--- config.mk ---
export PLATFORM = sky130hd
export DESIGN_NAME = srig_front
export DESIGN_NICKNAME = d
export VERILOG_FILES = /design/src/hdl/assert_macros.svh /design/src/hdl/srig_pkg.sv /design/src/hdl/srig_front.sv
export SDC_FILE = /design/constraint.sdc
export NUM_CORES = 1
export LEC_CHECK = 0
export ABC_CLOCK_PERIOD_IN_PS = 2750
export BUFFER_PORTS_ARGS = -buffer_cell sky130_fd_sc_hd__clkbuf_2
export CORE_MARGIN = 3
export CORE_UTILIZATION = 42
export DETAILED_ROUTE_END_ITERATION = 10
export MAX_ROUTING_LAYER = met4
export PLACE_DENSITY = 0.61
export SYNTH_ARGS = -nofsm -noshare
export SYNTH_HDL_FRONTEND = slang
export SYNTH_SLANG_ARGS = --single-unit
--- constraint.sdc ---
create_clock -name i_clk -period 2.75 [get_ports i_clk]
set_input_delay 0.1375 -clock i_clk [delete_from_list [all_inputs] [get_ports i_clk]]
set_output_delay 0.1375 -clock i_clk [all_outputs]
set_load 0.01 [all_outputs]
--- src/hdl/assert_macros.svh ---
// Assertion helpers shared by the RTL
`ifndef ASSERT_MACROS_SVH
`define ASSERT_MACROS_SVH

// Consequent must hold in the same cycle as the antecedent
`define SRIG_ASSERT_IMPLIES(label, clk, rst_n, ante, cons) \
    label: assert property (@(posedge clk) disable iff (!(rst_n)) (ante) |-> (cons)) \
        else $error("srig: implication check failed");

// Condition must never be seen outside reset
`define SRIG_ASSERT_NEVER(label, clk, rst_n, cond) \
    label: assert property (@(posedge clk) disable iff (!(rst_n)) !(cond)) \
        else $error("srig: forbidden condition seen");

`endif

--- src/hdl/srig_pkg.sv ---
package srig_pkg;

    // Ramp table geometry
    localparam int TABLE_DEPTH = 1024;
    localparam int TBL_AW      = $clog2(TABLE_DEPTH);

    // Scaled ticks per timer tick, a power of two
    localparam int SCALE_FACTOR = 16;
    localparam int SCALE_SHIFT  = $clog2(SCALE_FACTOR);

    // Timer period has the form 2^n - 1, so the split uses an end-around fold
    localparam int TIMER_BITS   = 16;
    localparam int TIMER_PERIOD = (2 ** TIMER_BITS) - 1;

    // Step pulse width in timer ticks
    localparam int PULSE_TICKS = 400;

    // Command queue between front and back
    localparam int QUEUE_DEPTH = 4;
    localparam int QAW         = $clog2(QUEUE_DEPTH);

    // Operation codes
    localparam logic [1:0] OP_START = 2'd0;
    localparam logic [1:0] OP_STEP  = 2'd1;
    localparam logic [1:0] OP_LOAD  = 2'd2;

    // Phase codes
    localparam logic [1:0] PHASE_ACCEL  = 2'd0;
    localparam logic [1:0] PHASE_CRUISE = 2'd1;
    localparam logic [1:0] PHASE_DECEL  = 2'd2;

    // Configuration register indexes
    localparam logic [2:0] CFG_ACCEL_END   = 3'd0;
    localparam logic [2:0] CFG_DECEL_START = 3'd1;
    localparam logic [2:0] CFG_ACCEL_IDX   = 3'd2;
    localparam logic [2:0] CFG_DECEL_IDX   = 3'd3;
    localparam logic [2:0] CFG_TARGET      = 3'd4;
    localparam logic [2:0] CFG_ACCEL_SIGN  = 3'd5;
    localparam logic [2:0] CFG_DECEL_SIGN  = 3'd6;
    localparam logic [2:0] CFG_NO_RAMP     = 3'd7;

    typedef struct packed {
        logic [1:0]  operation;
        logic [9:0]  table_index;
        logic [30:0] table_value;
    } t_in_item;

    typedef struct packed {
        logic [1:0]  phase;
        logic [30:0] scaled_interval;
        logic [30:0] hw_count;
        logic [30:0] full_rounds;
        logic [15:0] remainder_ticks;
        logic [47:0] elapsed_ticks;
        logic [15:0] overshoot_accel_count;
        logic [15:0] overshoot_decel_count;
        logic [31:0] step_index;
    } t_out_item;

    typedef struct packed {
        logic [31:0]        accel_end_step;
        logic [31:0]        decel_start_step;
        logic signed [10:0] accel_start_index;
        logic signed [10:0] decel_start_index;
        logic [30:0]        target_interval;
        logic signed [1:0]  accel_sign;
        logic signed [1:0]  decel_sign;
        logic               no_ramp;
    } t_cfg;

    // Decoded item kind as it sits in the queue
    typedef enum logic [1:0] {
        KIND_START,
        KIND_STEP,
        KIND_LOAD
    } t_kind;

    typedef struct packed {
        t_kind              kind;
        logic [TBL_AW-1:0]  addr;
        logic [30:0]        value;
    } t_cmd;

    // Back end to output stage
    typedef struct packed {
        logic        start;
        logic        step;
        logic [1:0]  phase;
        logic [30:0] interval;
        logic [30:0] hw;
        logic [31:0] step_idx;
        logic [15:0] acc_ov;
        logic [15:0] dec_ov;
    } t_mid;

endpackage

--- src/hdl/srig_front.sv ---
module srig_front (
    input  logic              i_clk,
    input  logic              i_rst_n,
    input  logic              i_in_valid,
    output logic              o_in_stall,
    input  srig_pkg::t_in_item i_in_item,
    output logic              o_cmd_valid,
    output srig_pkg::t_cmd    o_cmd,
    input  logic              i_cmd_pop
);
    import srig_pkg::*;

    t_cmd           r_queue [QUEUE_DEPTH];
    logic [QAW-1:0] r_wr_ptr;
    logic [QAW-1:0] r_rd_ptr;
    logic [QAW:0]   r_count;

    logic w_full;
    logic w_accept;
    logic w_keep;
    logic w_push;
    logic w_pop;
    t_cmd w_cmd;

    assign w_full   = (r_count == (QAW + 1)'(QUEUE_DEPTH));
    assign w_accept = i_in_valid && !w_full;
    assign w_pop    = i_cmd_pop && (r_count != '0);
    assign w_push   = w_accept && w_keep;

    // Classify: unused codes and out-of-range loads are dropped here
    always_comb begin
        w_keep     = 1'b1;
        w_cmd.kind = KIND_STEP;
        w_cmd.addr = TBL_AW'(32'(i_in_item.table_index));
        w_cmd.value = i_in_item.table_value;
        unique case (i_in_item.operation)
            OP_START: w_cmd.kind = KIND_START;
            OP_STEP:  w_cmd.kind = KIND_STEP;
            OP_LOAD: begin
                w_cmd.kind = KIND_LOAD;
                w_keep     = (32'(i_in_item.table_index) < 32'(TABLE_DEPTH));
            end
            default:  w_keep = 1'b0;
        endcase
    end

    // Queue storage
    always_ff @(posedge i_clk) begin
        if (w_push) begin
            r_queue[r_wr_ptr] <= w_cmd;
        end
    end

    // Queue pointers
    always_ff @(posedge i_clk) begin
        if (!i_rst_n) begin
            r_wr_ptr <= '0;
            r_rd_ptr <= '0;
            r_count  <= '0;
        end else begin
            if (w_push) begin
                r_wr_ptr <= r_wr_ptr + 1'b1;
            end
            if (w_pop) begin
                r_rd_ptr <= r_rd_ptr + 1'b1;
            end
            if (w_push && !w_pop) begin
                r_count <= r_count + 1'b1;
            end else if (w_pop && !w_push) begin
                r_count <= r_count - 1'b1;
            end
        end
    end

    assign o_in_stall  = w_full;
    assign o_cmd_valid = (r_count != '0);
    assign o_cmd       = r_queue[r_rd_ptr];

endmodule

* Word level (Yosys, flattened, before mapping) *
Memories as Yosys holds them, arrays and structs flattened. A register that Yosys moved wholly into a read port is not among the register bits.
Index checks and enable logic that the tools add are counted.

operators by class
  add/subtract/negate cells = 4
  equality and inequality tests = 3
  muxes and demuxes = 8
  reduce and logical (&&, ||, !) cells = 12

operators by type and width
  kind                   number
  $mux W3                2
  $logic_and A1 B1 Y1    5
  $add A2 B1 Y2 const B  2
  $mux W2                2
  $pmux W2 S2            1
  $add A3 B1 Y3 const B  1
  $eq A3 B3 Y1 const B   1
  $logic_not A1 Y1       3
  $mux W1                3
  $reduce_bool A3 Y1     1
  $reduce_or A3 Y1       1
  $sub A3 B1 Y3 const B  1
  $eq A2 B1 Y1 const B   1
  $eq A2 B2 Y1 const B   1
  $logic_not A2 Y1       1
  $reduce_bool A2 Y1     1

word-level totals
  register bits = 7
  RAM bits = 172
  bits of input ports = 47
  output and inout port bits = 45
  word-level logic and storage cells = 31
  memories = 1

memories
  name     words  bits a word  rd ports  clocked after memory_dff  write ports  RTL line          RTL
  r_queue  4      43           1         1                         1            srig_front.sv:13  t_cmd r_queue [QUEUE_DEPTH];

* Logic depth before layout (Yosys ltp) *
  depth after elaboration = 8
  depth in mapped cells = 8
  depth with buffers taken out = 8

* Worst setup path before layout *
OpenSTA, ideal clock, no wires.

  path kind = register -> register
  start point = reg r_count[0]
  end point = mem r_queue[2][0] (netlist bit), enable pin
  library setup time = 0.405 ns
  arrival = 1.993 ns
  required time = 2.345 ns
  slack = 0.353 ns
  cell stages (with the launch flop) = 4
  path buffers = 0
  period minus slack after synthesis = 2.397 ns
  cell sequence = dfxtp_1 nor3b_2 a211oi_4 and2_1

on the way
  word-level cells in the longest chain between the ends = 6

ends and longest elaborated chain
  element                        RTL line          RTL
  from (decl)                    srig_front.sv:16  logic [QAW:0] r_count;
  from (signal assigned)         srig_front.sv:68  r_count <= r_count + 1'b1;
  from (signal assigned)         srig_front.sv:70  r_count <= r_count - 1'b1;
  $eq A3 B3 Y1                   srig_front.sv:25  assign w_full = (r_count == (QAW + 1)'(QUEUE_DEPTH));
  named net o_in_stall           srig_front.sv:5   output logic o_in_stall,
  $logic_not A1 Y1               srig_front.sv:26  assign w_accept = i_in_valid && !w_full;
  $logic_and A1 B1 Y1            srig_front.sv:26
  $logic_and A1 B1 Y1            srig_front.sv:28  assign w_push = w_accept && w_keep;
  named net w_push               srig_front.sv:21  logic w_push;
  $mux W1                        srig_front.sv:49  if (w_push) begin
  $mux W1 (implied by the code)  srig_front.sv:50  r_queue[r_wr_ptr] <= w_cmd;
  to (decl)                      srig_front.sv:13

The timed path passes the listed nets, and every way through them passes these cells.

* Worst setup path after layout *
  start point = reg r_count[0]
  end point = reg r_count[2]

on the way
  word-level cells in the longest chain between the ends = 7
  elaborated cells between the ends (all ways) = 15
  those cells by class = 2 x add/sub; 1 x eq/ne; 2 x mux; 10 x reduce/logical

ends and longest elaborated chain
  element                              RTL line          RTL
  $eq A3 B3 Y1 (*)                     srig_front.sv:25
  $logic_not A1 Y1 (*)                 srig_front.sv:26
  $logic_and A1 B1 Y1 (*)              srig_front.sv:26
  $logic_and A1 B1 Y1 (*)              srig_front.sv:28
  named net w_push                     srig_front.sv:21
  $logic_not A1 Y1                     srig_front.sv:69  end else if (w_pop && !w_push) begin
  $logic_and A1 B1 Y1                  srig_front.sv:69
  $reduce_bool A2 Y1 (no source line)  -

The timed path passes the listed nets; every way through them passes the cells marked *. The select of a mux whose other input is x is not followed.
A chain may end at the register's enable or synchronous reset.

==> impl_metrics.toml <==
[die]
die_x_um = 132
core_sq_um = 15400
num_rows = 45
die_h_um = 132
io_pins = 92
initial_core_util_pct = 43.6
die_area_sq_um = 17600

[route]
avgViaCountPerCell = 4.84
vias = 3136
drc = 0
wirelength_mm = 11.9
ant_nets = 0
drtPass1Iterations = 4
dr.first_iter.drc_count = 176
avgRoutedWirePerCell_um = 18.4

[min_path]
holdCritPathClass = "primary input to flip-flop"
min_delay_path_depth = 1
holdCritStartpoint = "i_in_item[41]"

[timing]
grt_setup_unrepaired = "no"
slew_headroom_pct = 66.0
finalMaxSlewViolations = 0
hold_viol = 0
worstMarginPinSlew_ns = 0.510
finalSetupTns_ns = 0
fin_crit_sh_pct = 85.6
fmax_mhz = 425
finalSetupViolCount = 0
min_period_ns = 2.35
skew_ns = 0.00501

[logic_synthesis]
synth_top_cell_area_share_pct = 76.9
mappedNetlistArea_sq_um = 6720
synth-edff-count = 172
synthDistinctLibCells = 22
ys_seq_elements = 181
synth_most_common_cell = "edfxtp_1"
synth.top_cells.by_count = "edfxtp_1 (172), mux4_2 (43), dfxtp_1 (9)"
synth_top_area_cell = "edfxtp_1"
async_flop_share_pct = 0
synthTopCellsByArea = "edfxtp_1 (77%), mux4_2 (14%), dfxtp_1 (2.7%)"
yosysSeqAreaShare_pct = 79.5
netlist_instances = 275
yosys_warnings = 0
synth_nets = 328
synth_ff_type = "edfxtp_1"
avgSynthCellArea_sq_um = 24.4

[global_routing]
grt_pass1_vias = 3410
grt_pass1_wl_mm = 19.0
grt_max_degree = 44
antenna_found_initial = 0
grt_use_total_pct = 15.0
grt-ovfl-total = 0

[flow_run]
maxCapViolations = 0

[final_layout]
fill_cells = 1200
seqCellArea_sq_um = 5350
multi_input_area_sq_um = 1280
layout-drive-gt1-share_pct = 41.0
final_nets = 477
final_area_sq_um = 8480
layout-area-overhead-vs-synth_pct = 26.2
antenna_cells = 0

[pwr]
power.total_mw = 7.43
powerDensity_nw_per_um2 = 876
p_leak_nw = 2.92
ir_drop_mv = 0.446

[setup_path]
path_cells = "nor3b_2, a211oi_4, ha_1, inv_1, fa_1, xor2_1, or3_1, a21boi_0"
crit_type = "flip-flop to flip-flop"
crit_family = "adder cells"
r2r_cells = 8
cp-end-kind = "flip-flop"
cp.depth = 8
r2r-start = "r_count[0]$_SDFFE_PN0P_"
cpMaxStageDelayCell = "dfxtp_1"
required_ns = 3.09
critPathLaunch = "r_count[0]$_SDFFE_PN0P_"
path_buf_inv = 1
max_stage_delay_ns = 0.47
cp.arrival_ns = 2.69
path_max_fanout = 7
cp-start-kind = "flip-flop"

[cts]
clk_latency_ns = 0.41
cts_setup_buffers = 0
cts_tree = "yes"
clockBufferDepth = 2
cts_sinks = 181
cts-root-buf = "clkbuf_16"
cts_max_level = 4
numCtsBuffers = 17
clk_pin_slew_worst_paths_ns = 0.06

[placement]
place_hpwl_mm = 7.27
post_dp_cell_area_sq_um = 7470
routabilityCongestion = 0.743
port_buffers = 91

[outcome]
status = "complete, no violations"
## cell usage in the layout (no fill, tap or decap), types with 3 or more instances in the layout
cell	netlist	layout
buf_4	0	7
dlygate4sd3_1	0	41
edfxtp_1	172	172
mux4_2	43	43
buf_12	0	3
nand2_1	4	4
clkbuf_16	0	17
clkbuf_2	0	91
clkbuf_1	3	3
and2_2	0	4
ha_1	5	5
xnor2_1	3	3
and2_1	8	4
bufinv_16	0	4
clkinv_2	0	4
clkinv_1	0	3
dfxtp_1	9	7
inv_1	4	4
mux2i_1	3	3
## metal layers
| metal | GRT usage (%) | part of all wire (%) |
|---|---|---|
| met2 | 22.8 | 49 |
| met5 | - | 0 |
| met1 | 19.3 | 44 |
| met3 | 4.56 | 5.0 |
| met4 | 5.66 | 1.8 |
## cell families (layout without fill, tap and decap cells)
logic type | Yosys count | count (layout) | synth area share [%]
AOI/OAI and AO/OA | 5 | 5 | 0.801
xor gates and xnor gates | 4 | 4 | 0.521
adders and majority gates | 6 | 6 | 1.23
buffers and inverters | 16 | 178 | 1.53
DFF | 181 | 181 | 79.5
muxes | 46 | 46 | 14.9
and+or+nand+nor | 17 | 17 | 1.53
## power by group
part / internal (mW) / leakage [nW] / switching (mW)
clock network: 1.51 / 0.294 / 0.916
logic: 0.825 / 0.981 / 0.727
registers: 3.27 / 1.64 / 0.189
total: 5.60 / 2.92 / 1.83
## registers in the layout, indices dropped and copies added, names as in the netlist, named ones only
signal,flops
r_rd_ptr,2
r_queue,172
r_count,3
r_wr_ptr,2
## final timing paths
path                                            endpoint  slack, ns
worst min register to register  r_wr_ptr[1]$_SDFFE_PN0P_       0.51
worst max register to register   r_count[2]$_SDFFE_PN0P_       0.40
worst min-delay path            r_queue[2][41]$_DFFE_PP_       0.03
worst max-delay path             r_count[2]$_SDFFE_PN0P_       0.40
## through the flow
step / hold WS (ns) / worst slack, ns / cells / utilization, %
5_1_grt: 0.0178 / 0.158 / 648 / 55.0
2_1_floorplan: 0.236 / 0.353 / 275 / -
3_3_place_gp: 0.353 / 0.480 / 575 / 48.5
3_5_place_dp: 0.358 / 0.396 / 575 / 48.5
6_report: 0.0265 / 0.396 / 648 / 55.0
4_1_cts: 0.00567 / 0.368 / 648 / 55.0
## what timing repair did
action | 4_1_cts | 5_1_grt
endpoints found under the hold margin | 164 | 0
hold buffers | 41 | 0
setup endpoints to repair | 0 | 0
gates resized for setup | 0 | 0
## cell type report
class                      instances  share of cell area (%)
multi-input combinational         78                    15.1
tap                              211                    3.11
inverter                           4                   0.177
sequential                       181                    63.1
timing repair buffer             142                    11.5
clock buffer                      20                    5.15
clock inverter                    12                    1.89
Note: power is estimated with default switching activity, not from simulation.
