### config.mk
export PLATFORM = sky130hd
export DESIGN_NAME = srig_split
export DESIGN_NICKNAME = d
export VERILOG_FILES = /design/src/hdl/assert_macros.svh /design/src/hdl/srig_pkg.sv /design/src/hdl/srig_split.sv
export SDC_FILE = /design/constraint.sdc
export NUM_CORES = 1
export LEC_CHECK = 0
export BUFFER_PORTS_ARGS = -buffer_cell sky130_fd_sc_hd__buf_2
export CORE_UTILIZATION = 50
export DETAILED_ROUTE_END_ITERATION = 8
export GPL_TIMING_DRIVEN = 0
export PLACE_DENSITY_LB_ADDON = 0.05
export SLEW_MARGIN = 20
export SYNTH_ARGS = -nofsm -noshare
export SYNTH_HDL_FRONTEND = slang
export SYNTH_SLANG_ARGS = --single-unit
### constraint.sdc
create_clock -name i_clk -period 20.2 [get_ports i_clk]
set_input_delay 4.04 -clock i_clk [delete_from_list [all_inputs] [get_ports i_clk]]
set_output_delay 4.04 -clock i_clk [all_outputs]
set_load 0.05 [all_outputs]
### src/hdl/assert_macros.svh
// Assertion helpers shared by the RTL
`ifndef ASSERT_MACROS_SVH
`define ASSERT_MACROS_SVH

// Consequent must hold in the same cycle as the antecedent
`define SRIG_ASSERT_IMPLIES(label, clk, rst_n, ante, cons) \
    label: assert property (@(posedge clk) disable iff (!(rst_n)) (ante) |-> (cons)) \
        else $error("srig: implication check failed");

// Condition must never be seen outside reset
`define SRIG_ASSERT_NEVER(label, clk, rst_n, cond) \
    label: assert property (@(posedge clk) disable iff (!(rst_n)) !(cond)) \
        else $error("srig: forbidden condition seen");

`endif

### src/hdl/srig_pkg.sv
package srig_pkg;

    // Ramp table geometry
    localparam int TABLE_DEPTH = 1024;
    localparam int TBL_AW      = $clog2(TABLE_DEPTH);

    // Scaled ticks per timer tick, a power of two
    localparam int SCALE_FACTOR = 16;
    localparam int SCALE_SHIFT  = $clog2(SCALE_FACTOR);

    // Timer period has the form 2^n - 1, so the split uses an end-around fold
    localparam int TIMER_BITS   = 16;
    localparam int TIMER_PERIOD = (2 ** TIMER_BITS) - 1;

    // Step pulse width in timer ticks
    localparam int PULSE_TICKS = 400;

    // Command queue between front and back
    localparam int QUEUE_DEPTH = 4;
    localparam int QAW         = $clog2(QUEUE_DEPTH);

    // Operation codes
    localparam logic [1:0] OP_START = 2'd0;
    localparam logic [1:0] OP_STEP  = 2'd1;
    localparam logic [1:0] OP_LOAD  = 2'd2;

    // Phase codes
    localparam logic [1:0] PHASE_ACCEL  = 2'd0;
    localparam logic [1:0] PHASE_CRUISE = 2'd1;
    localparam logic [1:0] PHASE_DECEL  = 2'd2;

    // Configuration register indexes
    localparam logic [2:0] CFG_ACCEL_END   = 3'd0;
    localparam logic [2:0] CFG_DECEL_START = 3'd1;
    localparam logic [2:0] CFG_ACCEL_IDX   = 3'd2;
    localparam logic [2:0] CFG_DECEL_IDX   = 3'd3;
    localparam logic [2:0] CFG_TARGET      = 3'd4;
    localparam logic [2:0] CFG_ACCEL_SIGN  = 3'd5;
    localparam logic [2:0] CFG_DECEL_SIGN  = 3'd6;
    localparam logic [2:0] CFG_NO_RAMP     = 3'd7;

    typedef struct packed {
        logic [1:0]  operation;
        logic [9:0]  table_index;
        logic [30:0] table_value;
    } t_in_item;

    typedef struct packed {
        logic [1:0]  phase;
        logic [30:0] scaled_interval;
        logic [30:0] hw_count;
        logic [30:0] full_rounds;
        logic [15:0] remainder_ticks;
        logic [47:0] elapsed_ticks;
        logic [15:0] overshoot_accel_count;
        logic [15:0] overshoot_decel_count;
        logic [31:0] step_index;
    } t_out_item;

    typedef struct packed {
        logic [31:0]        accel_end_step;
        logic [31:0]        decel_start_step;
        logic signed [10:0] accel_start_index;
        logic signed [10:0] decel_start_index;
        logic [30:0]        target_interval;
        logic signed [1:0]  accel_sign;
        logic signed [1:0]  decel_sign;
        logic               no_ramp;
    } t_cfg;

    // Decoded item kind as it sits in the queue
    typedef enum logic [1:0] {
        KIND_START,
        KIND_STEP,
        KIND_LOAD
    } t_kind;

    typedef struct packed {
        t_kind              kind;
        logic [TBL_AW-1:0]  addr;
        logic [30:0]        value;
    } t_cmd;

    // Back end to output stage
    typedef struct packed {
        logic        start;
        logic        step;
        logic [1:0]  phase;
        logic [30:0] interval;
        logic [30:0] hw;
        logic [31:0] step_idx;
        logic [15:0] acc_ov;
        logic [15:0] dec_ov;
    } t_mid;

endpackage

### src/hdl/srig_split.sv
module srig_split (
    input  logic               i_clk,
    input  logic               i_rst_n,
    input  srig_pkg::t_mid     i_mid,
    output logic               o_adv,
    output logic               o_out_valid,
    input  logic               i_out_stall,
    output srig_pkg::t_out_item o_out_item
);
    import srig_pkg::*;

    logic        r_out_valid;
    t_out_item   r_out;
    logic [47:0] r_elapsed;

    logic                w_adv;
    logic                w_long;
    logic [30:0]         w_d;
    logic [30:0]         w_q0;
    logic [TIMER_BITS:0] w_r0;
    logic                w_wrap;
    logic [30:0]         w_rounds;
    logic [15:0]         w_rem;
    logic [48:0]         w_sum;
    logic [47:0]         n_elapsed;

    assign w_adv = !r_out_valid || !i_out_stall;

    // Split hw - pulse into periods of 2^n - 1: fold high part onto low part
    always_comb begin
        w_long = (i_mid.hw >= 31'(PULSE_TICKS));
        w_d    = i_mid.hw - 31'(PULSE_TICKS);
        w_q0   = w_d >> TIMER_BITS;
        w_r0   = (TIMER_BITS + 1)'(w_d[TIMER_BITS-1:0])
               + (TIMER_BITS + 1)'(w_q0);
        w_wrap = (w_r0 >= (TIMER_BITS + 1)'(TIMER_PERIOD));
        if (!w_long) begin
            w_rounds = '0;
            w_rem    = '0;
        end else if (w_wrap) begin
            w_rounds = w_q0 + 1'b1;
            w_rem    = 16'(w_r0 - (TIMER_BITS + 1)'(TIMER_PERIOD));
        end else begin
            w_rounds = w_q0;
            w_rem    = 16'(w_r0);
        end
    end

    // Saturating running sum of timer ticks
    always_comb begin
        w_sum     = {1'b0, r_elapsed} + 49'(i_mid.hw);
        n_elapsed = w_sum[48] ? '1 : w_sum[47:0];
    end

    always_ff @(posedge i_clk) begin
        if (!i_rst_n) begin
            r_out_valid <= 1'b0;
            r_elapsed   <= '0;
        end else if (w_adv) begin
            r_out_valid <= i_mid.step;
            if (i_mid.start) begin
                r_elapsed <= '0;
            end
            if (i_mid.step) begin
                r_elapsed <= n_elapsed;
            end
        end
    end

    // Result register
    always_ff @(posedge i_clk) begin
        if (w_adv && i_mid.step) begin
            r_out.phase                 <= i_mid.phase;
            r_out.scaled_interval       <= i_mid.interval;
            r_out.hw_count              <= i_mid.hw;
            r_out.full_rounds           <= w_rounds;
            r_out.remainder_ticks       <= w_rem;
            r_out.elapsed_ticks         <= n_elapsed;
            r_out.overshoot_accel_count <= i_mid.acc_ov;
            r_out.overshoot_decel_count <= i_mid.dec_ov;
            r_out.step_index            <= i_mid.step_idx;
        end
    end

    assign o_adv       = w_adv;
    assign o_out_valid = r_out_valid;
    assign o_out_item  = r_out;

endmodule

==> Word level (Yosys, flattened, before mapping) <==
Cells that the tools add are included.
{ "op_classes": {"n_lt_le_gt_ge": 2, "muxes": 5, "add_sub_neg": 5, "reduce_logical": 7} }
{ "op_table": {"columns": ["operator", "n"], "rows": [
  ["$mux 48", 3],
  ["$add 48x31->49", 1],
  ["$ge 31x9->1 const B", 1],
  ["$sub 31x9->31 const B", 1],
  ["$add 16x15->17", 1],
  ["$ge 17x16->1 const B", 1],
  ["$add 15x1->16 const B", 1],
  ["$mux 16", 1],
  ["$sub 16x16->16 const B", 1],
  ["$mux 15", 1],
  ["$reduce_and 2->1", 2],
  ["$logic_not 1->1", 2],
  ["$reduce_bool 2->1", 1],
  ["$logic_and 1x1->1", 1],
  ["$logic_or 1x1->1", 1]
]} }
{ "totals": {"regBits": 257, "elab_cells": 31, "out_inout_bits": 225, "inputBits": 133} }

==> Longest topological paths before layout <==
{ "depth": {"word_depth": 4, "mapped_depth": 22, "mapped_depth_nobuf": 20} }

==> Least setup slack after synthesis <==
OpenSTA, ideal clock, no wires.
{ "synth_timing": {"path_type": "input port to flip-flop", "start": "in i_out_stall", "end": "reg r_out (netlist bit o_out_item[0]) (enable)", "required_ps": 19546, "cell_stages": 5, "n_path_buf": 2, "arrival_ps": 10851, "setup_time_ps": 654, "path_slack_ps": 8696, "path_cell_list": "nand2_1 > nand2_1 > inv_1 > clkbuf_1 > clkbuf_1"} }
{ "synth_between": {"elab_chain_len": 3} }
{ "synth_lines": {"columns": ["item", "line_no", "rtl"], "rows": [
  ["start: declaration", "srig_split.sv:7", "input logic i_out_stall,"],
  ["$logic_not 1->1", "srig_split.sv:27", "assign w_adv = !r_out_valid || !i_out_stall;"],
  ["$logic_or 1x1->1", "srig_split.sv:27", null],
  ["$logic_and 1x1->1", "srig_split.sv:72", "if (w_adv && i_mid.step) begin"],
  ["end: declaration", "srig_split.sv:13", "t_out_item r_out;"]
]} }
Every way passes these cells.
A chain may end at the register's enable or synchronous reset.

==> Worst setup path in the final report <==
{ "layout_timing": {"start": "in i_mid[68] in the netlist's numbering", "end": "reg r_out (netlist bit o_out_item[130]) (data pin)"} }
{ "layout_between": {"elab_chain_len": 4} }
{ "layout_lines": {"columns": ["item", "line_no", "rtl"], "rows": [
  ["start: declaration", "srig_split.sv:4", "input srig_pkg::t_mid i_mid,"],
  ["$sub 31x9->31", "srig_split.sv:32", "w_d = i_mid.hw - 31'(PULSE_TICKS);"],
  ["$add 16x15->17", "srig_split.sv:35", "+ (TIMER_BITS + 1)'(w_q0);"],
  ["$ge 17x16->1", "srig_split.sv:36", "w_wrap = (w_r0 >= (TIMER_BITS + 1)'(TIMER_PERIOD));"],
  ["$mux 15", "srig_split.sv:40", "end else if (w_wrap) begin"]
]} }
Several ways; a longest one is shown, not always the timed one.

==> qor.csv <==
metric,value,unit
status,finished clean,
initial antenna violation count,0,
Total GRT Usage,26.95,%
"Seq/Total Area, Yosys",55.87,%
WS Path Type,in -> reg,
vias per inst,5.603,
Worst path depth,21,
Power per Cell Area,94.66,nW/um^2
CTS sink count,257,
setup bufs post-CTS,0,
"Data arrival, critical path",10.04,ns
worst path bufs/invs,3,
CP Data Required Time,20.57,ns
Hold Crit Class,reg -> reg,
via count of the routed design,10660,
fin. max-slew vios,0,
fin crit period,9.675,ns
Total Neg Setup Slack,0,ns
Post-Syn Area per Cell,11.14,um^2
unique cell type count in the Yosys netlist,78,
"worst slack, placed",10.13,ns
crit end category,register,
Initial Util,51.22,%
Fmax achieved,103.4,MHz
fin nets,1735,
#FFs+latches synth,257,
CTS tree,built,
crit-path max FO,10,
CTS Buf Count,27,
final setup fails,0,
DIE AREA,26520,um^2
n_diodes,0,
CTS H-tree lvls,1,
Skew-Pair Late Insertion Delay,0.55,ns
first-pass GRT wire length,54750,um
CP top delay family,compound AO/OA/AOI/OAI gates,
Max Root-Sink Buffers,3,
largest net degree at the start of global routing,60,
Hold Crit Depth,2,
CP max stage delay,0.69,ns
Synth warnings,0,
mapped cell area,12940,um^2
layout cells sized above 1,27.86,%
ys flop type,edfxtp_1,
CP Cell Sequence,buf_2 -> inv_1 -> ha_1 -> nor2b_1 -> o211ai_2 -> nor4_1 -> nand2b_1 -> xnor2_1 -> ha_1 -> nor2b_1 -> o31a_1 -> nor2_1 -> o21ai_0 -> a31oi_1 -> xor2_1 -> nor4b_2 -> o2111ai_1 -> o31ai_2 -> buf_4 -> a21oi_1 -> nor3_1,
Initial DRT Pass Iterations,5,
Crit-path slowest cell,xnor2_1,
MaxCap Viol Count,0,
area grow syn2layout,24.85,%
hold_buf cts,0,
post-route ant nets,0,
row cnt,58,
setup ws final,10.53,ns
Residual DRC,0,
Final Cycle Share,47.89,%
reg2reg path depth,15,
Post-Syn Instances,1161,
CP Launch Type,input port,
worst rel slew slack,41.44,%
wire per inst,19.65,um
WL final,37370,um
Final Skew,0.02212,ns
CORE AREA,25250,um^2
cells resized by post-CTS repair,0,
fraction of registers with async set/reset,0,%
"EDFF count, synth",208,
routability cong.,0.9136,
chip width,162.9,um
HPWL after DPL,28630,um
die height,162.9,um
Leak,6.844,nW
root buffer cell,clkbuf_16,
unrepaired setup endpoints after global routing,no,
"Hold Vio Cnt, Final",0,
Port Buffer Count,342,
Worst Tran Pin Value,0.8718,ns
peak supply drop,0.00005889,V
final global-route overflow total,0,
"Clk pin slew, worst setup/hold paths",0.06,ns
vias in the first global route,9852,
Iter 0 DRT Violations,755,
I/O pins,358,
## sequential cells by signal (all words and copies together) (netlist names)
| name | cells |
|---|---|
| r_elapsed | 48 |
| o_out_valid | 1 |
| o_out_item | 208 |
## worst min-delay path, delay by kind of cell (launching register included)
family	cells	cell delay (ns)
DFF	1	0.31
AOI/OAI and AO/OA	1	0.05
and+or+nand+nor	1	0.05
## where the power goes
group	switching, mW	internal (mW)	leakage (nW)
Sequential	0.0127	0.623	2.42
Clock	0.202	0.308	0.453
Combinational	0.275	0.108	3.97
Total	0.490	1.04	6.84
## cells by family (layout without fill, tap and decap cells)
family	after synthesis	count (layout)	share of synthesized area (%)
compound gates	289	289	14.89
xor+xnor	65	65	4.517
fa+ha+maj	51	51	5.049
buf+inv	87	484	3.134
flops	257	257	55.87
mux	15	15	1.180
other cells	1	15	0.02899
simple gates	396	396	15.34
## per-layer routing
metal	GRT usage [%]	part of all wire (%)	vias to the layer above
met4	8.071	2.4	0
met3	3.922	5.9	64
li1	-	-	5116
met1	34.70	42	5094
met2	46.81	50	383
met5	0	0	-
## final timing paths
check | to | slack, ns | start
min | r_elapsed[2] | 0.46 | r_elapsed[2]
max reg2reg | o_out_item[103] | 15.64 | r_elapsed[0]
min reg2reg | r_elapsed[2] | 0.46 | r_elapsed[2]
max | o_out_item[130] | 10.53 | i_mid[68]
## synth_stat cells, drive strengths merged, types with 3 or more instances
cell type | number | share of area, %
nand4 | 13 | 0.63
a31oi | 11 | 0.53
clkbuf | 31 | 0.90
or4 | 10 | 0.64
xor2 | 25 | 1.7
buf | 23 | 1.3
and3 | 19 | 0.92
a221o | 3 | 0.23
o21a | 12 | 0.70
o311a | 4 | 0.40
nand2b | 18 | 0.87
nor2b | 14 | 0.68
and2 | 10 | 0.48
a21oi | 82 | 3.2
a21o | 23 | 1.3
o21ai | 66 | 2.6
o31a | 5 | 0.34
nor4b | 3 | 0.37
mux2i | 13 | 1.0
or2 | 8 | 0.39
xnor2 | 39 | 2.6
ha | 49 | 4.7
nand3b | 3 | 0.17
o211ai | 6 | 0.43
a31o | 4 | 0.27
a2111oi | 3 | 0.21
o2111ai | 7 | 0.47
o31ai | 15 | 1.0
nand2 | 128 | 3.7
dfxtp | 49 | 7.6
a22oi | 6 | 0.35
nand3 | 28 | 1.1
a211oi | 8 | 0.46
nor3 | 37 | 1.4
inv | 33 | 0.96
a22o | 13 | 0.88
edfxtp | 208 | 48
or3 | 15 | 0.80
nor2 | 68 | 2.0
nor4 | 17 | 0.87
## layout by cell type, fill, tap and decap left out, types with 5 or more instances in the layout
cell	instances
o21a_1	12
xor2_1	25
a21o_1	23
a21oi_1	81
nand2_1	128
a22o_1	13
nand3_1	28
xnor2_1	39
nand2b_1	18
edfxtp_1	208
clkbuf_1	38
a31oi_1	11
clkbuf_16	27
dfxtp_1	49
mux2i_1	13
nor2b_1	14
nor4_1	15
or4_1	8
or3_1	13
and2_1	10
a211oi_1	8
buf_2	345
buf_4	17
o2111ai_1	7
clkbuf_8	6
o31a_1	5
nand4_1	13
or2_2	6
o31ai_1	13
nor3_1	37
ha_1	49
a22oi_1	6
nor2_1	68
and3_1	19
inv_1	33
conb_1	15
o21ai_0	64
## per-stage QoR
step | hold WS [ns] | power, mW | cells | utilization, % | instance area (um^2)
global placement | 0.4486 | 1.029 | 1847 | 59.84 | 15110
global route | 0.4809 | 1.586 | 1902 | 63.95 | 16150
finish | 0.4612 | 1.529 | 1902 | 63.95 | 16150
detailed placement | 0.4550 | 1.027 | 1852 | 60.29 | 15230
CTS | 0.4631 | 1.537 | 1902 | 63.95 | 16150
floorplan | 0.4400 | 0.9322 | 1175 | - | 12990
## final cells by class
| class | count | area, um^2 |
|---|---|---|
| plain buffers | 54 | 285.3 |
| clock buffers | 41 | 788.3 |
| flip-flops and latches | 257 | 7227 |
| inverters | 33 | 123.9 |
| fillers | 2119 | 9104 |
| multi-input cells | 831 | 5363 |
| repair buffers | 347 | 1814 |
| clock inverters | 9 | 136.4 |
| well taps | 330 | 412.9 |
(Power assumes the default switching activity.)
